$ cat config.mk
export PLATFORM = sky130hd
export DESIGN_NAME = long_press_action_sequencer
export DESIGN_NICKNAME = d
export VERILOG_FILES = /design/src/hdl/lpas_pkg.sv /design/src/hdl/lpas_cfg_regs.sv /design/src/hdl/lpas_core.sv /design/src/hdl/lpas_out_reg.sv /design/src/hdl/long_press_action_sequencer.sv
export SDC_FILE = /design/constraint.sdc
export NUM_CORES = 1
export LEC_CHECK = 0
export ABC_AREA = 1
export BUFFER_PORTS_ARGS = -buffer_cell sky130_fd_sc_hd__buf_2
export CAP_MARGIN = 20
export CORE_UTILIZATION = 40
export DETAILED_ROUTE_END_ITERATION = 8
export PLACE_DENSITY = 0.65
export SYNTH_ARGS = -nofsm -noshare
export SYNTH_HDL_FRONTEND = slang
export SYNTH_SLANG_ARGS = --single-unit
export TNS_END_PERCENT = 100
$ cat constraint.sdc
create_clock -name clk -period 13.3 [get_ports clk]
set_clock_uncertainty 0.1 [all_clocks]
set_input_delay 2.66 -clock clk [delete_from_list [all_inputs] [get_ports clk]]
set_output_delay 2.66 -clock clk [all_outputs]
set_load 0.01 [all_outputs]
$ cat src/hdl/lpas_pkg.sv
`timescale 1ns / 1ps
// ----------------------------------------------------------------------------
// lpas_pkg
// Shared types, register indexes, action and phase codes for the long press
// action sequencer.
// ----------------------------------------------------------------------------
package lpas_pkg;

  localparam int NUM_THR   = 6;
  localparam int THR_W     = 16;
  localparam int CNT_W     = 16;
  localparam int CFG_IDX_W = 3;
  localparam int CFG_W     = 16;
  localparam int IN_DATA_W = 8;
  localparam int OUT_DATA_W = 16;
  localparam int ACT_W     = 3;

  localparam int DEF_RESET_PULSE_MS = 200;
  localparam int DEF_SWAP_PULSE_MS  = 300;
  localparam int DEF_EXROM_HOLD_MS  = 300;
  localparam int DEF_TIME_BITS      = 16;

  // register indexes
  localparam logic [CFG_IDX_W-1:0] REG_THR_RESET_DRIVE  = 3'd0;
  localparam logic [CFG_IDX_W-1:0] REG_THR_SWAP_DISK    = 3'd1;
  localparam logic [CFG_IDX_W-1:0] REG_THR_WARM_RESTART = 3'd2;
  localparam logic [CFG_IDX_W-1:0] REG_THR_COLD_RESTART = 3'd3;
  localparam logic [CFG_IDX_W-1:0] REG_THR_ADDR_TOGGLE  = 3'd4;
  localparam logic [CFG_IDX_W-1:0] REG_THR_ROM_TOGGLE   = 3'd5;
  localparam logic [CFG_IDX_W-1:0] REG_BEEP_MS          = 3'd6;
  localparam logic [CFG_IDX_W-1:0] REG_BOOT_SETTINGS    = 3'd7;

  // register reset values
  localparam logic [THR_W-1:0] RST_THR_RESET_DRIVE  = 16'd200;
  localparam logic [THR_W-1:0] RST_THR_SWAP_DISK    = 16'd500;
  localparam logic [THR_W-1:0] RST_THR_WARM_RESTART = 16'd1000;
  localparam logic [THR_W-1:0] RST_THR_COLD_RESTART = 16'd1500;
  localparam logic [THR_W-1:0] RST_THR_ADDR_TOGGLE  = 16'd2000;
  localparam logic [THR_W-1:0] RST_THR_ROM_TOGGLE   = 16'd2500;
  localparam logic [THR_W-1:0] RST_BEEP_MS          = 16'd100;
  localparam logic [1:0]       RST_BOOT_SETTINGS    = 2'd0;

  // action codes: number of thresholds reached
  localparam logic [ACT_W-1:0] ACT_NONE         = 3'd0;
  localparam logic [ACT_W-1:0] ACT_RESET_DRIVE  = 3'd1;
  localparam logic [ACT_W-1:0] ACT_SWAP_DISK    = 3'd2;
  localparam logic [ACT_W-1:0] ACT_WARM_RESTART = 3'd3;
  localparam logic [ACT_W-1:0] ACT_COLD_RESTART = 3'd4;
  localparam logic [ACT_W-1:0] ACT_ADDR_TOGGLE  = 3'd5;
  localparam logic [ACT_W-1:0] ACT_ROM_TOGGLE   = 3'd6;

  typedef enum logic [5:0] {
    PH_IDLE  = 6'b000001,
    PH_DRV   = 6'b000010,
    PH_SWAP  = 6'b000100,
    PH_WARM  = 6'b001000,
    PH_COLD  = 6'b010000,
    PH_EXROM = 6'b100000
  } phase_t;

  typedef struct packed {
    logic [NUM_THR-1:0][THR_W-1:0] thr;
    logic [THR_W-1:0]              beep_ms;
  } cfg_t;

  typedef struct packed {
    logic       load;
    logic [1:0] value;
  } boot_t;

  typedef struct packed {
    logic       buzzer_n;
    logic       drive_reset_n;
    logic       disk_swap_n;
    logic       machine_reset_n;
    logic       exrom_n;
    logic       kernal_select;
    logic       card_addr_sel;
    logic       drive_addr_sel;
    logic       busy_res;
    logic       save_strobe;
    logic [1:0] saved_settings;
  } result_t;

endpackage

$ cat src/hdl/lpas_cfg_regs.sv
`timescale 1ns / 1ps
// ----------------------------------------------------------------------------
// lpas_cfg_regs
// Threshold and beep time registers, and the boot settings load request.
// ----------------------------------------------------------------------------
module lpas_cfg_regs (
  input  logic                           clk,
  input  logic                           rst,
  input  logic                           wr_en,
  input  logic [lpas_pkg::CFG_IDX_W-1:0] wr_index,
  input  logic [lpas_pkg::CFG_W-1:0]     wr_data,
  output lpas_pkg::cfg_t                 cfg,
  output lpas_pkg::boot_t                boot
);
  import lpas_pkg::*;

  always_ff @(posedge clk) begin
    if (rst) begin
      cfg.thr[0]  <= RST_THR_RESET_DRIVE;
      cfg.thr[1]  <= RST_THR_SWAP_DISK;
      cfg.thr[2]  <= RST_THR_WARM_RESTART;
      cfg.thr[3]  <= RST_THR_COLD_RESTART;
      cfg.thr[4]  <= RST_THR_ADDR_TOGGLE;
      cfg.thr[5]  <= RST_THR_ROM_TOGGLE;
      cfg.beep_ms <= RST_BEEP_MS;
    end else if (wr_en) begin
      unique case (wr_index)
        REG_THR_RESET_DRIVE:  cfg.thr[0]  <= wr_data[THR_W-1:0];
        REG_THR_SWAP_DISK:    cfg.thr[1]  <= wr_data[THR_W-1:0];
        REG_THR_WARM_RESTART: cfg.thr[2]  <= wr_data[THR_W-1:0];
        REG_THR_COLD_RESTART: cfg.thr[3]  <= wr_data[THR_W-1:0];
        REG_THR_ADDR_TOGGLE:  cfg.thr[4]  <= wr_data[THR_W-1:0];
        REG_THR_ROM_TOGGLE:   cfg.thr[5]  <= wr_data[THR_W-1:0];
        REG_BEEP_MS:          cfg.beep_ms <= wr_data[THR_W-1:0];
        default: ;
      endcase
    end
  end

  // boot settings go straight to the flags in the core
  always_comb begin
    boot.load  = wr_en && (wr_index == REG_BOOT_SETTINGS);
    boot.value = wr_data[1:0];
  end

endmodule

$ cat src/hdl/lpas_core.sv
`timescale 1ns / 1ps
// ----------------------------------------------------------------------------
// lpas_core
// Press timing, action selection and pulse sequencer; one tick per step.
// ----------------------------------------------------------------------------
module lpas_core #(
  parameter int TIME_BITS      = lpas_pkg::DEF_TIME_BITS,
  parameter int RESET_PULSE_MS = lpas_pkg::DEF_RESET_PULSE_MS,
  parameter int SWAP_PULSE_MS  = lpas_pkg::DEF_SWAP_PULSE_MS,
  parameter int EXROM_HOLD_MS  = lpas_pkg::DEF_EXROM_HOLD_MS
) (
  input  logic              clk,
  input  logic              rst,
  input  logic              step,
  input  logic              button_level,
  input  lpas_pkg::cfg_t    cfg,
  input  lpas_pkg::boot_t   boot,
  output lpas_pkg::result_t res
);
  import lpas_pkg::*;

  localparam int CW = (TIME_BITS > THR_W) ? TIME_BITS : THR_W;
  localparam logic [TIME_BITS-1:0] TIME_MAX = {TIME_BITS{1'b1}};

  function automatic logic [CNT_W-1:0] phase_len(input phase_t ph);
    logic [CNT_W-1:0] len;
    unique case (ph)
      PH_SWAP:  len = CNT_W'(SWAP_PULSE_MS);
      PH_EXROM: len = CNT_W'(EXROM_HOLD_MS);
      default:  len = CNT_W'(RESET_PULSE_MS);
    endcase
    return len;
  endfunction

  logic                 press_active, press_active_next;
  logic [TIME_BITS-1:0] press_time, press_time_next;
  logic [ACT_W-1:0]     chosen_action, chosen_action_next;
  phase_t               phase, phase_next;
  logic [CNT_W-1:0]     phase_count, phase_count_next;
  logic                 addr8_flag, addr8_flag_next;
  logic                 alt_rom_flag, alt_rom_flag_next;

  logic [NUM_THR-1:0] reached;
  logic [ACT_W-1:0]   sel;
  logic               run;
  logic [THR_W-1:0]   thr_sel;
  logic [CW-1:0]      beep_diff;
  logic [CNT_W:0]     count_inc;
  logic               pressed;

  always_comb begin
    pressed            = ~button_level;
    press_active_next  = press_active;
    press_time_next    = press_time;
    chosen_action_next = chosen_action;
    phase_next         = phase;
    phase_count_next   = phase_count;
    addr8_flag_next    = addr8_flag;
    alt_rom_flag_next  = alt_rom_flag;
    reached            = '0;
    sel                = ACT_NONE;
    run                = 1'b1;
    thr_sel            = '0;
    beep_diff          = '0;
    count_inc          = '0;

    res.buzzer_n        = 1'b1;
    res.drive_reset_n   = 1'b1;
    res.disk_swap_n     = 1'b1;
    res.machine_reset_n = 1'b1;
    res.exrom_n         = 1'b1;
    res.busy_res        = 1'b0;
    res.save_strobe     = 1'b0;

    if (phase == PH_IDLE) begin
      if (pressed) begin
        if (!press_active) begin
          press_active_next = 1'b1;
          press_time_next   = '0;
        end else if (press_time != TIME_MAX) begin
          press_time_next = press_time + 1'b1;
        end
        for (int i = 0; i < NUM_THR; i++) begin
          reached[i] = CW'(press_time_next) >= CW'(cfg.thr[i]);
        end
        // leading run of reached thresholds
        for (int i = 0; i < NUM_THR; i++) begin
          if (run && reached[i]) begin
            sel = ACT_W'(i + 1);
          end else begin
            run = 1'b0;
          end
        end
        chosen_action_next = sel;
        if (sel >= ACT_SWAP_DISK) begin
          thr_sel   = cfg.thr[ACT_W'(sel - 1'b1)];
          beep_diff = CW'(press_time_next) - CW'(thr_sel);
          if (beep_diff < CW'(cfg.beep_ms)) begin
            res.buzzer_n = 1'b0;
          end
        end
      end else if (press_active) begin
        press_active_next = 1'b0;
        unique case (chosen_action)
          ACT_RESET_DRIVE:  phase_next = PH_DRV;
          ACT_SWAP_DISK:    phase_next = PH_SWAP;
          ACT_WARM_RESTART: phase_next = PH_WARM;
          ACT_COLD_RESTART: phase_next = PH_COLD;
          ACT_ADDR_TOGGLE: begin
            addr8_flag_next = ~addr8_flag;
            res.save_strobe = 1'b1;
            phase_next      = PH_DRV;
          end
          ACT_ROM_TOGGLE: begin
            alt_rom_flag_next = ~alt_rom_flag;
            res.save_strobe   = 1'b1;
            phase_next        = PH_COLD;
          end
          default: ;
        endcase
        phase_count_next   = '0;
        chosen_action_next = ACT_NONE;
      end
    end

    // the release tick is already the first pulse tick
    if (phase_next != PH_IDLE) begin
      res.busy_res = 1'b1;
      unique case (phase_next)
        PH_DRV:  res.drive_reset_n = 1'b0;
        PH_SWAP: res.disk_swap_n   = 1'b0;
        PH_WARM: res.machine_reset_n = 1'b0;
        PH_COLD: begin
          res.machine_reset_n = 1'b0;
          res.exrom_n         = 1'b0;
        end
        default: res.exrom_n = 1'b0;
      endcase
      count_inc = {1'b0, phase_count_next} + 1'b1;
      if (count_inc >= {1'b0, phase_len(phase_next)}) begin
        phase_next       = (phase_next == PH_COLD) ? PH_EXROM : PH_IDLE;
        phase_count_next = '0;
      end else begin
        phase_count_next = count_inc[CNT_W-1:0];
      end
    end

    res.kernal_select  = ~alt_rom_flag_next;
    res.card_addr_sel  = ~addr8_flag_next;
    res.drive_addr_sel = ~addr8_flag_next;
    res.saved_settings = {alt_rom_flag_next, addr8_flag_next};
  end

  always_ff @(posedge clk) begin
    if (rst) begin
      press_active  <= 1'b0;
      press_time    <= '0;
      chosen_action <= ACT_NONE;
      phase         <= PH_IDLE;
      phase_count   <= '0;
      addr8_flag    <= RST_BOOT_SETTINGS[0];
      alt_rom_flag  <= RST_BOOT_SETTINGS[1];
    end else if (boot.load) begin
      addr8_flag   <= boot.value[0];
      alt_rom_flag <= boot.value[1];
    end else if (step) begin
      press_active  <= press_active_next;
      press_time    <= press_time_next;
      chosen_action <= chosen_action_next;
      phase         <= phase_next;
      phase_count   <= phase_count_next;
      addr8_flag    <= addr8_flag_next;
      alt_rom_flag  <= alt_rom_flag_next;
    end
  end

`ifndef SYNTHESIS
  a_count_in_phase: assert property (@(posedge clk) disable iff (rst)
    (phase != PH_IDLE) |-> (phase_count < phase_len(phase)))
    else $error("phase count ran past phase length");

  a_no_press_in_seq: assert property (@(posedge clk) disable iff (rst)
    (phase != PH_IDLE) |-> !press_active)
    else $error("press tracking active during a sequence");

  a_save_starts_seq: assert property (@(posedge clk) disable iff (rst)
    (step && res.save_strobe) |=> (phase == PH_DRV || phase == PH_COLD))
    else $error("save request without toggle sequence");

  a_idle_count_zero: assert property (@(posedge clk) disable iff (rst)
    (phase == PH_IDLE) |-> (phase_count == '0))
    else $error("phase count not cleared in idle");
`endif

endmodule

$ cat src/hdl/lpas_out_reg.sv
`timescale 1ns / 1ps
// ----------------------------------------------------------------------------
// lpas_out_reg
// Result register on the master side; loads while the previous result leaves.
// ----------------------------------------------------------------------------
module lpas_out_reg (
  input  logic                             clk,
  input  logic                             rst,
  input  logic                             load,
  input  lpas_pkg::result_t                res,
  output logic                             can_load,
  output logic                             m_axis_tvalid,
  input  logic                             m_axis_tready,
  output logic [lpas_pkg::OUT_DATA_W-1:0]  m_axis_tdata
);
  import lpas_pkg::*;

  logic [OUT_DATA_W-1:0] packed_res;

  assign can_load = !m_axis_tvalid || m_axis_tready;

  always_comb begin
    packed_res        = '0;
    packed_res[0]     = res.buzzer_n;
    packed_res[1]     = res.drive_reset_n;
    packed_res[2]     = res.disk_swap_n;
    packed_res[3]     = res.machine_reset_n;
    packed_res[4]     = res.exrom_n;
    packed_res[5]     = res.kernal_select;
    packed_res[6]     = res.card_addr_sel;
    packed_res[7]     = res.drive_addr_sel;
    packed_res[8]     = res.busy_res;
    packed_res[9]     = res.save_strobe;
    packed_res[11:10] = res.saved_settings;
  end

  always_ff @(posedge clk) begin
    if (rst) begin
      m_axis_tvalid <= 1'b0;
    end else if (load) begin
      m_axis_tvalid <= 1'b1;
    end else if (m_axis_tready) begin
      m_axis_tvalid <= 1'b0;
    end
  end

  always_ff @(posedge clk) begin
    if (load) begin
      m_axis_tdata <= packed_res;
    end
  end

endmodule

$ cat src/hdl/long_press_action_sequencer.sv
`timescale 1ns / 1ps
// ----------------------------------------------------------------------------
// long_press_action_sequencer
// Long press button decoder that runs timed reset, swap and restart pulses.
// ----------------------------------------------------------------------------
// Each request on the slave side is one millisecond tick carrying the raw
// active-low button level. Every tick yields exactly one result request with
// the buzzer, the pulse lines, the select pins, busy and save strobe. One
// tick is taken per clock while the result register can load; a taken tick
// waits in the input register, then the single-pass next-state logic loads
// its result into the result register, from which it leaves when the master
// side takes it. The result register refills in the same cycle its previous
// content leaves. Configuration writes are always ready and take effect on
// the next tick; a boot_settings write loads both flags at once.
module long_press_action_sequencer #(
  parameter int TIME_BITS      = lpas_pkg::DEF_TIME_BITS,
  parameter int RESET_PULSE_MS = lpas_pkg::DEF_RESET_PULSE_MS,
  parameter int SWAP_PULSE_MS  = lpas_pkg::DEF_SWAP_PULSE_MS,
  parameter int EXROM_HOLD_MS  = lpas_pkg::DEF_EXROM_HOLD_MS
) (
  input  logic                            clk,
  input  logic                            rst,
  input  logic                            s_axis_tvalid,
  output logic                            s_axis_tready,
  // [0] button_level
  input  logic [lpas_pkg::IN_DATA_W-1:0]  s_axis_tdata,
  output logic                            m_axis_tvalid,
  input  logic                            m_axis_tready,
  // [0] buzzer_n, [1] drive_reset_n, [2] disk_swap_n, [3] machine_reset_n,
  // [4] exrom_n, [5] kernal_select, [6] card_addr_sel, [7] drive_addr_sel,
  // [8] busy_res, [9] save_strobe, [11:10] saved_settings
  output logic [lpas_pkg::OUT_DATA_W-1:0] m_axis_tdata,
  input  logic                            cfg_valid,
  output logic                            cfg_ready,
  input  logic [lpas_pkg::CFG_IDX_W-1:0]  cfg_index,
  input  logic [lpas_pkg::CFG_W-1:0]      cfg_data
);
  import lpas_pkg::*;

  logic    in_valid;
  logic    in_level;
  logic    can_load;
  logic    advance;
  cfg_t    cfg;
  boot_t   boot;
  result_t res;

  assign cfg_ready     = 1'b1;
  assign advance       = in_valid && can_load;
  assign s_axis_tready = !in_valid || advance;

  always_ff @(posedge clk) begin
    if (rst) begin
      in_valid <= 1'b0;
    end else if (s_axis_tready) begin
      in_valid <= s_axis_tvalid;
    end
  end

  always_ff @(posedge clk) begin
    if (s_axis_tvalid && s_axis_tready) begin
      in_level <= s_axis_tdata[0];
    end
  end

  lpas_cfg_regs u_cfg_regs (
    .clk      (clk),
    .rst      (rst),
    .wr_en    (cfg_valid && cfg_ready),
    .wr_index (cfg_index),
    .wr_data  (cfg_data),
    .cfg      (cfg),
    .boot     (boot)
  );

  lpas_core #(
    .TIME_BITS      (TIME_BITS),
    .RESET_PULSE_MS (RESET_PULSE_MS),
    .SWAP_PULSE_MS  (SWAP_PULSE_MS),
    .EXROM_HOLD_MS  (EXROM_HOLD_MS)
  ) u_core (
    .clk          (clk),
    .rst          (rst),
    .step         (advance),
    .button_level (in_level),
    .cfg          (cfg),
    .boot         (boot),
    .res          (res)
  );

  lpas_out_reg u_out_reg (
    .clk           (clk),
    .rst           (rst),
    .load          (advance),
    .res           (res),
    .can_load      (can_load),
    .m_axis_tvalid (m_axis_tvalid),
    .m_axis_tready (m_axis_tready),
    .m_axis_tdata  (m_axis_tdata)
  );

endmodule

After elaboration in Yosys (flattened, before gate mapping)
Cells that the tools add are included.
{"block": "word_totals", "ff_bits": 171, "input_bits": 32, "out_inout_bits": 19, "wordCells": 166}
{"block": "op_classes", "add_sub_neg": 4, "magnitude_cmp": 10, "n_eq_ne": 22, "n_mux": 67, "bitwise": 8, "n_reduce_logical": 34}
{"operator": "$mux 16", "count": 11}
{"operator": "$ge 16x16->1", "count": 6}
{"operator": "$bmux 16 s3", "count": 1}
{"operator": "$mux 1", "count": 38}
{"operator": "$mux 6", "count": 6}
{"operator": "$pmux 6 s4", "count": 1}
{"operator": "$eq 3x3->1 const B", "count": 7}
{"operator": "$mux 3", "count": 7}
{"operator": "$add 16x1->17 const B", "count": 1}
{"operator": "$ge 17x16->1", "count": 1}
{"operator": "$add 16x1->16 const B", "count": 1}
{"operator": "$lt 16x16->1", "count": 1}
{"operator": "$ne 16x16->1 const B", "count": 1}
{"operator": "$reduce_and 2->1", "count": 8}
{"operator": "$sub 16x16->16", "count": 1}
{"operator": "$eq 3x2->1 const B", "count": 4}
{"operator": "$reduce_or 2->1", "count": 5}
{"operator": "$mux 9", "count": 1}
{"operator": "$logic_and 1x1->1", "count": 8}
{"operator": "$not 1->1", "count": 8}
{"operator": "$reduce_and 4->1", "count": 2}
{"operator": "$eq 3x1->1 const B", "count": 2}
{"operator": "$eq 6x1->1 const B", "count": 1}
{"operator": "$eq 6x2->1 const B", "count": 1}
{"operator": "other kinds (16)", "count": 22}

Longest topological paths before layout
Gate-level depths: netlist (run 1).
{"block": "logic_depth", "depth_word": 35, "ltp_mapped": 63, "depth_no_buf": 62}

Cells and area by module
From an unflattened synthesis (run 1), not the netlist that was laid out.
{"block": "unflattened", "hier_cells": 1828, "area_unflattened_um2": 12289.3}
{"mod": "lpas_core", "n_inst": 1, "cells_each": 1190, "area_each_um2": 7350.8, "seq_area_each_um2": 880.8}
{"mod": "lpas_cfg_regs", "n_inst": 1, "cells_each": 605, "area_each_um2": 4405.5, "seq_area_each_um2": 2242.2}
{"mod": "lpas_out_reg", "n_inst": 1, "cells_each": 22, "area_each_um2": 436.7, "seq_area_each_um2": 380.4}
{"mod": "long_press_action_sequencer", "n_inst": 1, "cells_each": 11, "area_each_um2": 96.3, "seq_area_each_um2": 50.0}

Worst setup path after synthesis (run 1)
Ideal clock, no wire load.
{"block": "synth_path", "path_type": "register -> register", "startpoint": "register u_core.press_time[0]", "endpoint": "register u_out_reg.m_axis_tdata[0] (netlist name) (data pin)", "setup_ns": 0.271, "t_arrival_ns": 7.429, "t_required_ns": 12.929, "path_slack_ns": 5.500, "stages_incl_launch_ff": 54, "n_path_buf": 3, "period_less_slack_ns": 7.800, "path_cell_list": "dfxtp_1 > ha_1 > nand2_1 > nor2_4 > nand2_1 > inv_1 > nand2_1 > nor2_1 > nor3_1 > inv_1 > nor3_1 > inv_1 > o21ai_0 > nor3b_1 > ha_1 > nand2_1 > nor2_1 > nand2_1 > [... 18 more ...] > a211oi_1 > o21ai_0 > a21o_1 > a21oi_1 > o21ai_0 > a21oi_1 > nand2_2 > nand2_1 > nor2_2 > nand2_1 > nand2_1 > nand2_1 > nand2_1 > ha_1 > a21oi_1 > nor2_1 > nor4_1 > o211ai_1"}
{"block": "synth_via", "elab_chain_len": 35, "word_cells_on_any_way": 49, "cone_classes": "3 x add/sub; 8 x order compare; 1 x eq/ne; 30 x mux; 1 x bitwise; 6 x reduce/logical"}
{"element": "start: declaration", "line_no": "lpas_core.sv:36", "text": "logic [TIME_BITS-1:0] press_time, press_time_next;"}
{"element": "start signal: assignment", "line_no": "lpas_core.sv:168", "text": "press_time <= press_time_next;"}
{"element": "$add 16x1->16 / $ne 16x16->1 (equally long branches)", "line_no": "lpas_core.sv:81, lpas_core.sv:80"}
{"element": "$mux 16 (*)", "line_no": "lpas_core.sv:80", "text": "end else if (press_time != TIME_MAX) begin"}
{"element": "$mux 16 (*)", "line_no": "lpas_core.sv:77", "text": "if (!press_active) begin"}
{"element": "$mux 16 (*)", "line_no": "lpas_core.sv:76", "text": "if (pressed) begin"}
{"element": "$mux 16 (*)", "line_no": "lpas_core.sv:75", "text": "if (phase == PH_IDLE) begin"}
{"element": "$ge 16x16->1", "line_no": "lpas_core.sv:84", "text": "reached[i] = CW'(press_time_next) >= CW'(cfg.thr[i]);"}
{"element": "$mux 1", "line_no": "lpas_core.sv:88", "text": "if (run && reached[i]) begin"}
{"element": "$mux 1", "line_no": "lpas_core.sv:76"}
{"element": "[... 19 more ...]"}
{"element": "$mux 3", "line_no": "lpas_core.sv:76"}
{"element": "$mux 3", "line_no": "lpas_core.sv:75"}
{"element": "$sub 3x1->3", "line_no": "lpas_core.sv:96", "text": "thr_sel = cfg.thr[ACT_W'(sel - 1'b1)];"}
{"element": "$bmux 16 s3", "line_no": "lpas_core.sv:96"}
{"element": "$mux 16 (not written as such)", "line_no": "lpas_core.sv:96"}
{"element": "$sub 16x16->16", "line_no": "lpas_core.sv:97", "text": "beep_diff = CW'(press_time_next) - CW'(thr_sel);"}
{"element": "$lt 16x16->1", "line_no": "lpas_core.sv:98", "text": "if (beep_diff < CW'(cfg.beep_ms)) begin"}
{"element": "$mux 1", "line_no": "lpas_core.sv:98"}
{"element": "end signal: assignment", "line_no": "lpas_out_reg.sv:49", "text": "m_axis_tdata <= packed_res;"}
{"element": "end: declaration", "line_no": "lpas_out_reg.sv:14", "text": "output logic [lpas_pkg::OUT_DATA_W-1:0] m_axis_tdata"}
Mark *: on every way between the ends. The rest lies on a longest branch, timed or not. The select of a mux whose other input is x is not followed.
A chain may end at the register's enable or synchronous reset.

Final worst setup path (run 1)
{"block": "layout_path", "startpoint": "register u_core.press_active", "endpoint": "register u_out_reg.m_axis_tdata[0] (netlist name) (data pin)"}
{"block": "layout_via", "elab_chain_len": 33, "word_cells_on_any_way": 46, "cone_classes": "2 x add/sub; 8 x order compare; 29 x mux; 1 x bitwise; 6 x reduce/logical"}
{"element": "start: declaration", "line_no": "lpas_core.sv:35", "text": "logic press_active, press_active_next;"}
{"element": "start signal: assignment", "line_no": "lpas_core.sv:167", "text": "press_active <= press_active_next;"}
{"element": "$mux 16 (*)", "line_no": "lpas_core.sv:77"}
{"element": "$mux 16 (*)", "line_no": "lpas_core.sv:76"}
{"element": "$mux 16 (*)", "line_no": "lpas_core.sv:75"}
{"element": "$ge 16x16->1", "line_no": "lpas_core.sv:84"}
{"element": "$mux 1", "line_no": "lpas_core.sv:88"}
{"element": "$mux 1", "line_no": "lpas_core.sv:76"}
{"element": "$mux 1", "line_no": "lpas_core.sv:75"}
{"element": "$logic_and 1x1->1", "line_no": "lpas_core.sv:88"}
{"element": "[... 17 more ...]"}
{"element": "$mux 3", "line_no": "lpas_core.sv:76"}
{"element": "$mux 3", "line_no": "lpas_core.sv:75"}
{"element": "$sub 3x1->3", "line_no": "lpas_core.sv:96"}
{"element": "$bmux 16 s3", "line_no": "lpas_core.sv:96"}
{"element": "$mux 16 (not written as such)", "line_no": "lpas_core.sv:96"}
{"element": "$sub 16x16->16", "line_no": "lpas_core.sv:97"}
{"element": "$lt 16x16->1", "line_no": "lpas_core.sv:98"}
{"element": "$mux 1", "line_no": "lpas_core.sv:98"}
Marked as above.

==> impl_summary.log, run 1 <==
[metrics] result of the run: finished, final reports clean
[metrics] total DRC errors in the routed layout: 0
[metrics] post-CTS setup buffer count: 0
[metrics] number of clock sinks: 170
[metrics] area share of xor/xnor cells in the synthesized design: 0.02030
[metrics] clock period minus worst slack: 9.859 ns
[metrics] post-place setup slack: between 3 and 4 ns
[metrics] die outline width: around 170 um
[metrics] post-placement cell count: ~2.0k
[metrics] largest net degree at the start of global routing: 91
[metrics] Flop pwr share: 0.412
[metrics] number of synthesized flops with an enable pin: 12
[metrics] number of cells traversed by the worst register-to-register path: 55
[metrics] portion of total power attributed to the clock network: 0.409
[metrics] Int Pwr: between 0.9 and 1 mW
[metrics] maximum ir drop on the vdd rail: between 90 and 100 uV
[metrics] longest individual stage delay on the worst path: between 0.8 and 0.9 ns
[metrics] sum of negative setup slack: 0 ns
[metrics] total global routing overflow: 0
[metrics] final worst path period share: 0.7412
[metrics] TritonCTS buffer count: 17
[metrics] Async S/R FF share, synth: 0
[metrics] Area contributors post-synth: sky130_fd_sc_hd__dfxtp_1 (27%), sky130_fd_sc_hd__ha_1 (14%), sky130_fd_sc_hd__inv_1 (8.3%)
[metrics] area growth from synthesis to final layout: 9.590%
[metrics] setup violators final: 0
[metrics] share of the core filled with cells: 0.4449
[metrics] cells after synthesis: 1633
[metrics] number of antenna violations at the first check in global routing: 0
[metrics] endpoint of the worst register-to-register path: u_out_reg.m_axis_tdata[0]
[metrics] data required time at the worst endpoint: approximately 13 ns
[metrics] post-route setup slack: roughly 3.4 ns
[metrics] Seq cells post-synth: 170
[metrics] setup slack, reg-to-reg: approximately 3.4 ns
[metrics] cell area power density: ~100 nW/um^2
[metrics] overall fraction of global-route tracks in use: 0.2078
[metrics] mapped cell area: between 10000 and 15000 um^2
[metrics] adder and majority gate portion of the synthesized area: 0.1413
[metrics] leakage power of the design: about 5.8 nW
[metrics] post-synthesis mux area share: 0.0008591
[metrics] worst min-delay path category: flop to flop
[metrics] CP Max Fanout: 50
[metrics] height of the chip: 172.7 um
[metrics] H-Tree Depth: 4
[metrics] DR pass1 iterations: 6
[metrics] sum of routed wire length over all layers: slightly above 30 mm
[metrics] CTS tree: done
[metrics] final hold violations: 0
[metrics] largest buffer count on any clock path: 2
[metrics] crit-path most repeated cell: sky130_fd_sc_hd__nand2_1
[metrics] Cell Count, Final, Fillers Out: just over 2k
[metrics] fraction of power consumed by combinational cells: 0.179
[metrics] Seq/Total Area, Yosys: 0.3024
[metrics] dominant combinational cell family by area after synthesis: compound AO/OA/AOI/OAI gates
[metrics] proportion of total power due to net switching: 0.2851
[metrics] endpoint kind of the worst setup timing path: flop
[metrics] Initial Util: 0.4059
[metrics] source of the worst register-to-register timing path: u_core.press_active
[metrics] number of buffer and inverter instances along the worst setup path: 7
[metrics] number of DRC markers in iteration 0: slightly below 800
[metrics] pin slew with the least headroom to its limit: 0.9458 ns
[metrics] share of the synthesized area in compound gates (AO/OA/AOI/OAI): 0.2204
[metrics] floorplan die area: 29810 um^2
[metrics] family with the most delay on the worst path: compound AO/OA/AOI/OAI gates
[metrics] post-detailed-route count of antenna-violating nets: 0
[metrics] number of warning messages in the yosys log: 0
[metrics] Arr. time, crit path: ~9.9 ns
[metrics] detailed placer's ending HPWL: between 20 and 25 mm
[metrics] worst hold path depth: 2
[metrics] count of input and output buffers: 38
[metrics] worst setup path category: flop to flop
[metrics] ys flop type: sky130_fd_sc_hd__dfxtp_1
[metrics] total placed instance area: roughly 12000 um^2
[metrics] detail-routed net length per standard cell: between 10 and 15 um
[metrics] dominant cell type by area after synthesis: sky130_fd_sc_hd__dfxtp_1
[metrics] simple-gate share of the synthesized area: 0.1985
[metrics] total number of vias: roughly 11k
[metrics] top-area cell type share of the netlist area: 0.2715
[metrics] worst-case headroom to the max-slew limit: 0.3695
[metrics] post-cts gate resize count: 0
[metrics] count of unique library cells instantiated by Yosys: between 50 and 60
[metrics] RSZ-0062 raised after global routing: no
[metrics] hold wc startpoint: u_core.phase_count[15]
[metrics] Highest Clock Rate: 101.4 MHz
[metrics] Boundary Pins: 51
[metrics] global-route wire length before repair: ~50 mm
[metrics] vias per cell: between 5 and 6
[metrics] count of hold-fix buffers inserted at cts: 0
[metrics] max-cap violations: 0
[metrics] Switching Power: between 0.3 and 0.4 mW
[metrics] number of global-route vias before repair: 9797
[metrics] Final Cell Area: 12770 um^2
[metrics] net total in the final layout: between 1.5k and 2k
[metrics] count of inserted antenna diode cells: 0
[metrics] worst-skew pair later-pin latency: about 0.43 ns
[metrics] Placeable Area: about 29000 um^2
[metrics] proportion of layout cells with a drive suffix above 1: 0.08323
[metrics] Critical Path Slowest Stage Cell: sky130_fd_sc_hd__dfxtp_1
[metrics] GPL Wtd Cong: about 0.87
[metrics] mean area per synthesized cell: about 7.1 um^2
[metrics] fill count: approximately 2.9k
[metrics] count of standard-cell rows: 62
[metrics] commonest cells after routing, fill and taps aside: sky130_fd_sc_hd__inv_1 (258), sky130_fd_sc_hd__nand2_1 (228), sky130_fd_sc_hd__a21oi_1 (171)
[metrics] clock-pin slew of the registers on the worst-case setup and hold paths: 0.06 ns
[metrics] most common cell after layout, fill and taps aside: sky130_fd_sc_hd__inv_1
[metrics] final-report max-slew violation count: 0
[metrics] end point of the most critical hold path: u_core.phase_count[15]
[metrics] Critical Path Start Type: flop
[metrics] Root Buffer: sky130_fd_sc_hd__clkbuf_16
-- per-layer routing --
layer	vias up	global-route usage	wire, um
met5	-	0	0
met2	251	0.3263	13250
met4	0	0.06121	529
li1	5478	-	-
met1	4796	0.2915	15280
met3	32	0.03430	1445
-- kinds of logic after synthesis --
kind of cell	after synthesis
AND/OR/NAND/NOR	515
AO/OA/AOI/OAI	454
buffers and inverters	333
flip-flops	170
adder cells (fa/ha/maj)	131
XOR/XNOR	27
other	2
multiplexers	1
-- cells in the mapped netlist, types with 11 or more instances --
master and n:
sky130_fd_sc_hd__inv_1 259, sky130_fd_sc_hd__nand2_1 228, sky130_fd_sc_hd__a21oi_1 171, sky130_fd_sc_hd__o21ai_0 163, sky130_fd_sc_hd__dfxtp_1 158, sky130_fd_sc_hd__nor2_1 144
sky130_fd_sc_hd__ha_1 130, sky130_fd_sc_hd__nand3_1 51, sky130_fd_sc_hd__clkbuf_1 46, sky130_fd_sc_hd__o211ai_1 45, sky130_fd_sc_hd__o22ai_1 25, sky130_fd_sc_hd__nor3_1 24
sky130_fd_sc_hd__xor2_1 17, sky130_fd_sc_hd__nand4_1 15, sky130_fd_sc_hd__a211oi_1 14, sky130_fd_sc_hd__edfxtp_1 12, sky130_fd_sc_hd__nand2_2 11
-- through the flow --
stage,hold slack [ns],power [mW]
floorplan,0.3238,0.7352
global placement,0.3414,0.7875
detailed placement,0.3526,0.7934
CTS,0.3631,1.340
global route,0.3761,1.396
finish,0.3614,1.327
-- power by group through the flow --
stage | sequential [mW] | combinational [mW] | clock (mW)
floorplan | 0.554 | 0.181 | 0
global placement | 0.557 | 0.230 | 0
detailed placement | 0.558 | 0.236 | 0
CTS | 0.546 | 0.237 | 0.557
global route | 0.549 | 0.270 | 0.578
finish | 0.547 | 0.237 | 0.544
-- cell type report --
| cell class | count | area, um^2 | share of cell area |
|---|---|---|---|
| Clock inverter | 11 | 165.2 | 0.01293 |
| Inverter | 266 | 999.7 | 0.07829 |
| Sequential cell | 170 | 3523 | 0.2759 |
| Timing Repair Buffer | 57 | 336.6 | 0.02636 |
| Clock buffer | 21 | 471.7 | 0.03694 |
| Multi-Input combinational cell | 1133 | 6792 | 0.5319 |
| Tap cell | 384 | 480.5 | 0.03763 |
-- how the worst max path moves through the flow --
| stage | from | end | cells after the start |
|---|---|---|---|
| after floorplan | u_core.press_time[0] | u_out_reg.m_axis_tdata[0] | 53 |
| after global placement | u_core.press_active | u_out_reg.m_axis_tdata[0] | 55 |
| after detailed placement | u_core.press_time[0] | u_out_reg.m_axis_tdata[0] | 54 |
| after CTS | u_core.press_time[0] | u_out_reg.m_axis_tdata[0] | 54 |
| after global routing | u_core.press_time[0] | u_out_reg.m_axis_tdata[0] | 54 |
| final | u_core.press_active | u_out_reg.m_axis_tdata[0] | 55 |
-- registers in the layout, summed over array words and instances, names as in the netlist, 3 cells and up --
register and count:
u_cfg_regs.cfg 112, u_core.phase_count 16, u_out_reg.m_axis_tdata 11, u_core.phase 6, u_core.chosen_action 3, u_core.press_time 16
-- worst register-to-register path, delay by kind of cell, from the launching register on --
family          cells  cell delay (ns)
fa+ha+maj           4             1.20
compound gates     13             2.66
simple gates       31             2.56
flops               1             0.81
buf+inv             7             2.25
Note: power is estimated with default switching activity, not from simulation.
==> run 2, diff against run 1 <==
--- a/config.mk
+++ b/config.mk
@@ -5,7 +5,7 @@
 export SDC_FILE = /design/constraint.sdc
 export NUM_CORES = 1
 export LEC_CHECK = 0
-export ABC_AREA = 1
+export ABC_AREA = 0
 export BUFFER_PORTS_ARGS = -buffer_cell sky130_fd_sc_hd__buf_2
 export CAP_MARGIN = 20
 export CORE_UTILIZATION = 40
==> constraint.sdc (replaced) <==
create_clock -name clk -period 9.6 [get_ports clk]
set_clock_uncertainty 0.1 [all_clocks]
set_input_delay 1.92 -clock clk [delete_from_list [all_inputs] [get_ports clk]]
set_output_delay 1.92 -clock clk [all_outputs]
set_load 0.01 [all_outputs]
==> run 2 against run 1 <==
Compared with the run above:
- synthesized cell count is 13% lower
- largest power group unchanged
- global-route usage is 0.58 points higher
- sequential share of layout area is 0.25 points higher
==> impl_summary.log, run 2 <==
[metrics] crit-path most repeated cell: sky130_fd_sc_hd__a21o_1 (was sky130_fd_sc_hd__nand2_1)
[metrics] most frequent cells after synthesis: sky130_fd_sc_hd__nand2_1 (253), sky130_fd_sc_hd__dfxtp_1 (158), sky130_fd_sc_hd__a21oi_1 (144), sky130_fd_sc_hd__ha_1 (130), sky130_fd_sc_hd__inv_1 (121) (was sky130_fd_sc_hd__inv_1 (259), sky130_fd_sc_hd__nand2_1 (228), sky130_fd_sc_hd__a21oi_1 (171), sky130_fd_sc_hd__o21ai_0 (163), sky130_fd_sc_hd__dfxtp_1 (158))
[metrics] registers with the most flip-flops: u_cfg_regs.cfg x112, u_core.phase_count x16, u_core.press_time x16 (unchanged)
[metrics] GPL Wtd Cong: 0.8705 (was 0.8660)
[metrics] clock period minus worst slack: 9.064 ns (was 9.859 ns)
[metrics] CP Max Fanout: 10 (was 50)
[metrics] number of DRC markers in iteration 0: 792 (was 782)
[metrics] count of input and output buffers: 38 (unchanged)
[metrics] Root Buffer: sky130_fd_sc_hd__clkbuf_16 (unchanged)
[metrics] post-detailed-route count of antenna-violating nets: 0 (unchanged)
[metrics] final hold slack: 0.3565 ns (was 0.3614 ns)
[metrics] total global routing overflow: 0 (unchanged)
[metrics] final-report max-slew violation count: 0 (unchanged)
[metrics] max FFs per register: 112 (unchanged)
[metrics] setup violators final: 0 (unchanged)
[metrics] data required time at the worst endpoint: 9.65 ns (was 13.34 ns)
[metrics] worst setup path category: flop to flop (unchanged)
[metrics] proportion of layout cells with a drive suffix above 1: 0.1141 (was 0.08323)
[metrics] dominant cell type by area after synthesis: sky130_fd_sc_hd__dfxtp_1 (unchanged)
[metrics] worst hold path depth: 2 (unchanged)
[metrics] worst min-delay path category: flop to flop (unchanged)
[metrics] total DRC errors in the routed layout: 0 (unchanged)
[metrics] most common cell after layout, fill and taps aside: sky130_fd_sc_hd__nand2_1 (was sky130_fd_sc_hd__inv_1)
[metrics] Seq cells post-synth: 170 (unchanged)
[metrics] share of the synthesized area in compound gates (AO/OA/AOI/OAI): 0.1892 (was 0.2204)
[metrics] Final Cell Area: 12650 um^2 (was 12770 um^2)
[metrics] cells after synthesis: 1413 (was 1633)
[metrics] detail-routed net length per standard cell: 16.44 um (was 14.94 um)
[metrics] count of unique library cells instantiated by Yosys: 80 (was 58)
[metrics] critical path depth: 36 (was 55)
[metrics] Pwr Total: 1.536 mW (was 1.327 mW)
[metrics] final hold violations: 0 (unchanged)
[metrics] count of hold-fix buffers inserted at cts: 0 (unchanged)
[metrics] dominant combinational cell family by area after synthesis: simple AND/OR/NAND/NOR gates (was compound AO/OA/AOI/OAI gates)
[metrics] Initial Util: 0.4066 (was 0.4059)
[metrics] Async S/R FF share, synth: 0 (unchanged)
[metrics] die outline width: 169.8 um (was 172.7 um)
[metrics] longest individual stage delay on the worst path: 0.44 ns (was 0.81 ns)
[metrics] final worst path period share: 0.9442 (was 0.7412)
[metrics] area growth from synthesis to final layout: 12.34% (was 9.590%)
[metrics] number of global-route vias before repair: 9329 (was 9797)
[metrics] total number of vias: 9821 (was 10.56k)
[metrics] cell area power density: 121.4 nW/um^2 (was 104.0 nW/um^2)
[metrics] detailed placer's ending HPWL: 22.09 mm (was 22.41 mm)
[metrics] largest net degree at the start of global routing: 102 (was 91)
[metrics] Area contributors post-synth: sky130_fd_sc_hd__dfxtp_1 (28%), sky130_fd_sc_hd__ha_1 (14%), sky130_fd_sc_hd__nand2_1 (8.4%) (was sky130_fd_sc_hd__dfxtp_1 (27%), sky130_fd_sc_hd__ha_1 (14%), sky130_fd_sc_hd__inv_1 (8.3%))
[metrics] simple-gate share of the synthesized area: 0.2120 (was 0.1985)
[metrics] worst-case headroom to the max-slew limit: 0.2703 (was 0.3695)
[metrics] number of warning messages in the yosys log: 0 (unchanged)
[metrics] DR pass1 iterations: 7 (was 6)
[metrics] clock-pin slew of the registers on the worst-case setup and hold paths: 0.07 ns (was 0.06 ns)
[metrics] Placeable Area: 27710 um^2 (was 28700 um^2)
[metrics] post-place setup slack: -0.2395 ns (was 3.573 ns)
[metrics] worst-skew pair later-pin latency: 0.44 ns (was 0.43 ns)
[metrics] leakage power of the design: 5.258 nW (was 5.800 nW)
[metrics] largest buffer count on any clock path: 2 (unchanged)
[metrics] Seq/Total Area, Yosys: 0.3128 (was 0.3024)
[metrics] family with the most delay on the worst path: compound AO/OA/AOI/OAI gates (unchanged)
[metrics] vias per cell: 5.358 (was 5.170)
[metrics] number of cells traversed by the worst register-to-register path: 36 (was 55)
[metrics] height of the chip: 169.8 um (was 172.7 um)
[metrics] commonest cells after routing, fill and taps aside: sky130_fd_sc_hd__nand2_1 (252), sky130_fd_sc_hd__dfxtp_1 (158), sky130_fd_sc_hd__a21oi_1 (142) (was sky130_fd_sc_hd__inv_1 (258), sky130_fd_sc_hd__nand2_1 (228), sky130_fd_sc_hd__a21oi_1 (171))
[metrics] sum of routed wire length over all layers: 30.13 mm (was 30.50 mm)
[metrics] TritonCTS buffer count: 17 (unchanged)
[metrics] pin slew with the least headroom to its limit: 1.095 ns (was 0.9458 ns)
[metrics] post-route setup slack: 0.5360 ns (was 3.442 ns)
[metrics] Boundary Pins: 51 (unchanged)
[metrics] number of antenna violations at the first check in global routing: 0 (unchanged)
[metrics] net total in the final layout: 1605 (was 1808)
[metrics] ys flop type: sky130_fd_sc_hd__dfxtp_1 (unchanged)
[metrics] Arr. time, crit path: 9.12 ns (was 9.90 ns)
[metrics] multi-input combinational cell area: 7156 um^2 (was 6792 um^2)
[metrics] Highest Clock Rate: 110.3 MHz (was 101.4 MHz)
[metrics] total placed instance area: 11910 um^2 (was 12120 um^2)
[metrics] Critical Path Slowest Stage Cell: sky130_fd_sc_hd__and2_1 (was sky130_fd_sc_hd__dfxtp_1)
[metrics] number of clock sinks: 170 (unchanged)
[metrics] maximum ir drop on the vdd rail: 98.11 uV (was 94.54 uV)
[metrics] count of standard-cell rows: 61 (was 62)
[metrics] adder and majority gate portion of the synthesized area: 0.1509 (was 0.1413)
[metrics] H-Tree Depth: 4 (unchanged)
[metrics] storage element area: 3523 um^2 (unchanged)
[metrics] endpoint kind of the worst setup timing path: flop (unchanged)
[metrics] overall fraction of global-route tracks in use: 0.2136 (was 0.2078)
[metrics] result of the run: finished, final reports clean (unchanged)
[metrics] count of inserted antenna diode cells: 0 (unchanged)
[metrics] CTS tree: done (unchanged)
[metrics] Critical Path Start Type: flop (unchanged)
[metrics] fill count: 2704 (was 2889)
[metrics] floorplan die area: 28840 um^2 (was 29810 um^2)
[metrics] global-route wire length before repair: 48.08 mm (was 50.22 mm)
[metrics] post-synthesis mux area share: 0.03643 (was 0.0008591)
[metrics] number of buffer and inverter instances along the worst setup path: 1 (was 7)
[metrics] area share of xor/xnor cells in the synthesized design: 0.03177 (was 0.02030)
[metrics] number of synthesized flops with an enable pin: 12 (unchanged)
[metrics] mean area per synthesized cell: 7.972 um^2 (was 7.135 um^2)
[metrics] mapped cell area: 11260 um^2 (was 11650 um^2)
[metrics] max-cap violations: 0 (unchanged)
[metrics] library cell with the highest instance count after synthesis: sky130_fd_sc_hd__nand2_1 (was sky130_fd_sc_hd__inv_1)
[metrics] largest register by flop count: u_cfg_regs.cfg (unchanged)
[metrics] top-area cell type share of the netlist area: 0.2808 (was 0.2715)
## run 2: power breakdown
part	internal [mW]	leakage (nW)	total, mW	switching [mW]
Clock	0.367	0.292	0.698	0.331
Combinational	0.0329	3.59	0.102	0.0695
Sequential	0.727	1.37	0.736	0.00905
## run 2: final cells by class
class	instances	share of cell area
multi-input cells	1060	0.5655
flip-flops and latches	170	0.2784
well taps	378	0.03737
clock buffers	19	0.03668
repair buffers	72	0.03599
inverters	121	0.03589
clock inverters	13	0.01018
## run 2: logic make-up after synthesis
family / after synthesis
simple gates: 520
compound gates: 337
buf+inv: 186
flops: 170
fa+ha+maj: 136
xor+xnor: 40
mux: 22
other cells: 2
## run 2: metrics by stage
step                TNS [ns]  cells  utilization
floorplan                  0   1416            -
global placement    -0.03424   1798       0.4297
detailed placement   -0.2395   1798       0.4297
CTS                        0   1830       0.4515
global route        -0.01040   1833       0.4568
finish                     0   1833       0.4568
## run 2: worst min-delay path, delay by kind of cell, from the launching register on
| kind | cells | cell delay (ns) |
|---|---|---|
| and+or+nand+nor | 1 | 0.05 |
| AOI/OAI and AO/OA | 1 | 0.05 |
| DFF | 1 | 0.31 |
## run 2: path summary, 6_finish.rpt
path / startpoint / end / slack [ns]
setup reg to reg: u_core.press_time[3] / u_out_reg.m_axis_tdata[0] / 0.54
setup / recovery: u_core.press_time[3] / u_out_reg.m_axis_tdata[0] / 0.54
hold / removal: u_cfg_regs.cfg[94] / u_cfg_regs.cfg[94] / 0.36
hold reg to reg: u_cfg_regs.cfg[94] / u_cfg_regs.cfg[94] / 0.36
## run 2: what timing repair did
action                                 CTS  global route
endpoints found under the hold margin    0             0
gates resized for setup                  5            23
pin swaps                                0             2
setup endpoints to repair                1             1
setup buffers                            0             2
## run 2: per-layer routing
layer | track usage | share of wire
met3 | 0.03233 | 0.049
met5 | 0 | 0
met1 | 0.2793 | 0.46
met2 | 0.3658 | 0.48
met4 | 0.05405 | 0.013
